`src/sv/triangle_frustum_classify_core_assert.svh`:
```
// Assertion macros shared by the triangle frustum classifier RTL.
`ifndef TRIANGLE_FRUSTUM_CLASSIFY_CORE_ASSERT_SVH
`define TRIANGLE_FRUSTUM_CLASSIFY_CORE_ASSERT_SVH

// Same-cycle implication, sampled on the core clock, off while in reset.
`define TFC_ASSERT_SAME(lbl, ante, cons) \
    lbl: assert property (@(posedge i_clk) disable iff (!i_rst_n) (ante) |-> (cons)) \
        else $error("triangle_frustum_classify_core: same-cycle check failed");

// Next-cycle implication, sampled on the core clock, off while in reset.
`define TFC_ASSERT_NEXT(lbl, ante, cons) \
    lbl: assert property (@(posedge i_clk) disable iff (!i_rst_n) (ante) |=> (cons)) \
        else $error("triangle_frustum_classify_core: next-cycle check failed");

`endif

```
`src/sv/tfc_pkg.sv`:
```
// Package with the constants, codes and types of the triangle frustum classifier.
`timescale 1ns / 1ps

package tfc_pkg;

    // Geometry of one word: four side planes, three vertices, three axes.
    localparam int PLANES  = 4;
    localparam int VERTS   = 3;
    localparam int AXES    = 3;

    // Field and register widths.
    localparam int COORD_W        = 32;
    localparam int COEF_W         = 32;
    localparam int FRAC_BITS      = 16;
    localparam int REG_W          = 2 * COEF_W;
    localparam int NREGS          = 2 * PLANES;
    localparam int REG_IDX_W      = $clog2(NREGS);
    localparam int BYTE_SH        = 3;
    localparam int ADDR_W         = REG_IDX_W + BYTE_SH;
    localparam int STAT_W         = 2;
    localparam int COORD_BITS_DEF = 32;

    // Parent status codes on the input word.
    localparam logic [STAT_W-1:0] PAR_UNKNOWN = 2'd0;
    localparam logic [STAT_W-1:0] PAR_OUTSIDE = 2'd1;
    localparam logic [STAT_W-1:0] PAR_PARTIAL = 2'd2;
    localparam logic [STAT_W-1:0] PAR_INSIDE  = 2'd3;

    // Result status codes on the output word.
    localparam logic [STAT_W-1:0] ST_OUTSIDE = 2'd0;
    localparam logic [STAT_W-1:0] ST_PARTIAL = 2'd1;
    localparam logic [STAT_W-1:0] ST_INSIDE  = 2'd2;

    // Load enables of the three lane pipeline stages.
    typedef struct packed {
        logic en_s1;
        logic en_s2;
        logic en_s3;
    } t_pipe_ctl;

endpackage

```
`src/sv/tfc_merge.sv`:
```
// Merging stage: combines the per-plane vertex tests and the parent status.
`timescale 1ns / 1ps

module tfc_merge import tfc_pkg::*; (
    input  logic [STAT_W-1:0]            i_parent_status,
    input  logic [PLANES-1:0][VERTS-1:0] i_front,
    output logic [STAT_W-1:0]            o_status
);

    logic w_any_behind;
    logic w_all_front;

    // A plane with no vertex in front culls the triangle; all in front on
    // every plane means it lies completely inside.
    always_comb begin
        w_any_behind = 1'b0;
        w_all_front  = 1'b1;
        for (int p = 0; p < PLANES; p++) begin
            w_any_behind = w_any_behind | (i_front[p] == '0);
            w_all_front  = w_all_front & (&i_front[p]);
        end
    end

    // A parent that is outside or completely inside passes its status on.
    always_comb begin
        case (i_parent_status)
            PAR_INSIDE: begin
                o_status = ST_INSIDE;
            end
            PAR_OUTSIDE: begin
                o_status = ST_OUTSIDE;
            end
            default: begin
                if (w_any_behind) begin
                    o_status = ST_OUTSIDE;
                end else if (w_all_front) begin
                    o_status = ST_INSIDE;
                end else begin
                    o_status = ST_PARTIAL;
                end
            end
        endcase
    end

endmodule

```
`config.mk`:
```
export PLATFORM = sky130hd
export DESIGN_NAME = tfc_merge
export DESIGN_NICKNAME = d
export VERILOG_FILES = /design/src/sv/triangle_frustum_classify_core_assert.svh /design/src/sv/tfc_pkg.sv /design/src/sv/tfc_merge.sv
export SDC_FILE = /design/constraint.sdc
export NUM_CORES = 1
export LEC_CHECK = 0
export ABC_AREA = 1
export BUFFER_PORTS_ARGS = -buffer_cell sky130_fd_sc_hd__buf_2
export CORE_AREA = 2 2 39 41
export DETAILED_ROUTE_END_ITERATION = 16
export DIE_AREA = 0 0 41 43
export PLACE_DENSITY_LB_ADDON = 0.25
export SYNTH_ARGS = -nofsm -noshare
export SYNTH_HDL_FRONTEND = slang
export SYNTH_SLANG_ARGS = --single-unit
export TNS_END_PERCENT = 5
```
`constraint.sdc`:
```
create_clock -name vclk -period 1.3
set_input_delay 0.195 -clock vclk [all_inputs]
set_output_delay 0.195 -clock vclk [all_outputs]
set_load 0.01 [all_outputs]
```
==> results.txt <==
area occupied by multi-input gates = 95.1 um^2
leading post-synthesis cells by cell area = nand2_1, nor2_1, inv_1, nor3_1, o21ai_2
placed inst area = 206 um^2
CP required = 1.11 ns
Least-Margin Pin Slew = 0.192 ns
most used cell, CP = buf_2
Power Total = 0.0496 mW
Synth Area in Compound Gates = 0.0824
simple-gate portion of the synthesized area = 0.812
Peak supply drop = 58.5 uV
max layer used = met3
share of layout cells above drive strength 1 = 0.405
antenna-violating nets left = 0
Worst Hold Class = primary input to output port
initial antenna violation count = 0
number of global-route vias before repair = 175
CP max stage delay = 0.13 ns
fill count = 172
Post-CTS Setup Inserts = 0
final hold vios = 0
mux share of post-synthesis cell area = 0
hold_buf cts = 0
final setup TNS = 0 ns
Met3 Wirelength = 34 um
Initial Utilization = 0.0769
max-slew violations = 0
DP Cell Count = 58
area grow syn2layout = 94.1%
Core Footprint = 0.00138 mm^2
fin area = 206 um^2
area leader, netlist = nand2_1
vias per cell = 3.19
Tmin final = 0.997 ns
drc violations = 0
RSZ-0062 raised after global routing = false
Seq Cell Count = 0
met2 wire length = 172 um
Distinct cells, synth = 6
number of clock-tree buffers in the layout = 0
DR iter-0 viols = 6
worst path arrival time = 0.80 ns
first-pass GRT wire length = 586 um
DRT Pass-1 Iters = 4
critical-path maximum fanout = 2
# IOs = 16
Layout Nets = 58
Final Cycle Share = 0.767
Post-Synth Adder-Cell Area = 0
most frequent cells in the layout = buf_2, nand2_1, nor2_1
Final Instance Count excl. Fillers = 58
GRT Total Usage = 0.0460
wire length per cell = 6.12 um
final core utilization = 0.149
critical path cell sequence = buf_2 > nand2_1 > nor2_1 > nand3_1 > o21ai_2 > buf_2
die height = 43 um
warning count from the yosys run = 0
Worst Setup End Kind = output port
Slew headroom = 0.871
post-synthesis xor/xnor area fraction = 0
P_leak = 0.131 nW
largest family of logic cells by synthesized area = simple AND/OR/NAND/NOR gates
GR Overflow Total = 0
chip width = 41 um
DIE AREA = 0.00176 mm^2
sequential fraction of the synthesis area = 0
Via Count = 185
slowest cell on the critical path = buf_2
Mapped Nets = 40
Core Rows = 14
Post-Route WL = 355 um
Cell Pwr Density = 240 mW/mm^2
# port buffers = 16
CTS resizes = 0
crit path kind = primary input to output port
Final setup viols = 0
Met1 Wirelength = 147 um
mapped cell area = 106 um^2
outcome = complete, no violations
Synth Instances = 26
Fmax = 1000 MHz
largest net degree at the start of global routing = 4
diode count = 0
GP Congestion = 0.543
Worst Setup Start Kind = primary input
max cap viols = 0
FF/Latch Area = 0 um^2
Mapped Avg Cell Area = 4.09 um^2
area fraction of the dominant cell type after synthesis = 0.388
most common cell after layout, fill and taps aside = buf_2
[layer usage]
metal  vias up  global-route usage
met5         -                   0
met4         0                   0
met3         0                   0
met2         8               0.100
met1        66              0.0443
li1        111                   -
[where the power goes]
| group | switching, mW | internal, mW |
|---|---|---|
| Combinational | 0.0237 | 0.0259 |
| Sequential | 0 | 0 |
| Clock | 0 | 0 |
[cell families after synthesis]
logic type | after synthesis
and+or+nand+nor | 22
buffers and inverters | 3
AOI/OAI and AO/OA | 1
[Yosys cell counts]
cell type and number:
o21ai_2 1, nor3_1 2, nor2_1 8, inv_1 3
nand2_1 11, nand3_1 1
[cell type report]
class / count / area share
Inverter: 3 / 0.0545
Multi-Input combinational cell: 23 / 0.461
Tap cell: 16 / 0.0970
Timing Repair Buffer: 16 / 0.388
[per-stage QoR]
step / hold slack [ns] / worst slack, ns
floorplan: 0.447 / 0.512
global route: 0.696 / 0.211
CTS: 0.680 / 0.277
global placement: 0.679 / 0.284
detailed placement: 0.680 / 0.278
finish: 0.675 / 0.303
[final timing paths]
kind                           start           to  slack [ns]  cells past startpoint
setup / recovery          i_front[0]  o_status[1]        0.30                      6
hold / removal    i_parent_status[1]  o_status[1]        0.67                      4
[worst max-delay path, delay by kind of cell]
family | cells | cell delay [ns]
and+or+nand+nor | 3 | 0.28
buffers and inverters | 2 | 0.22
AOI/OAI and AO/OA | 1 | 0.12
Power figures use the tool's default switching activity.
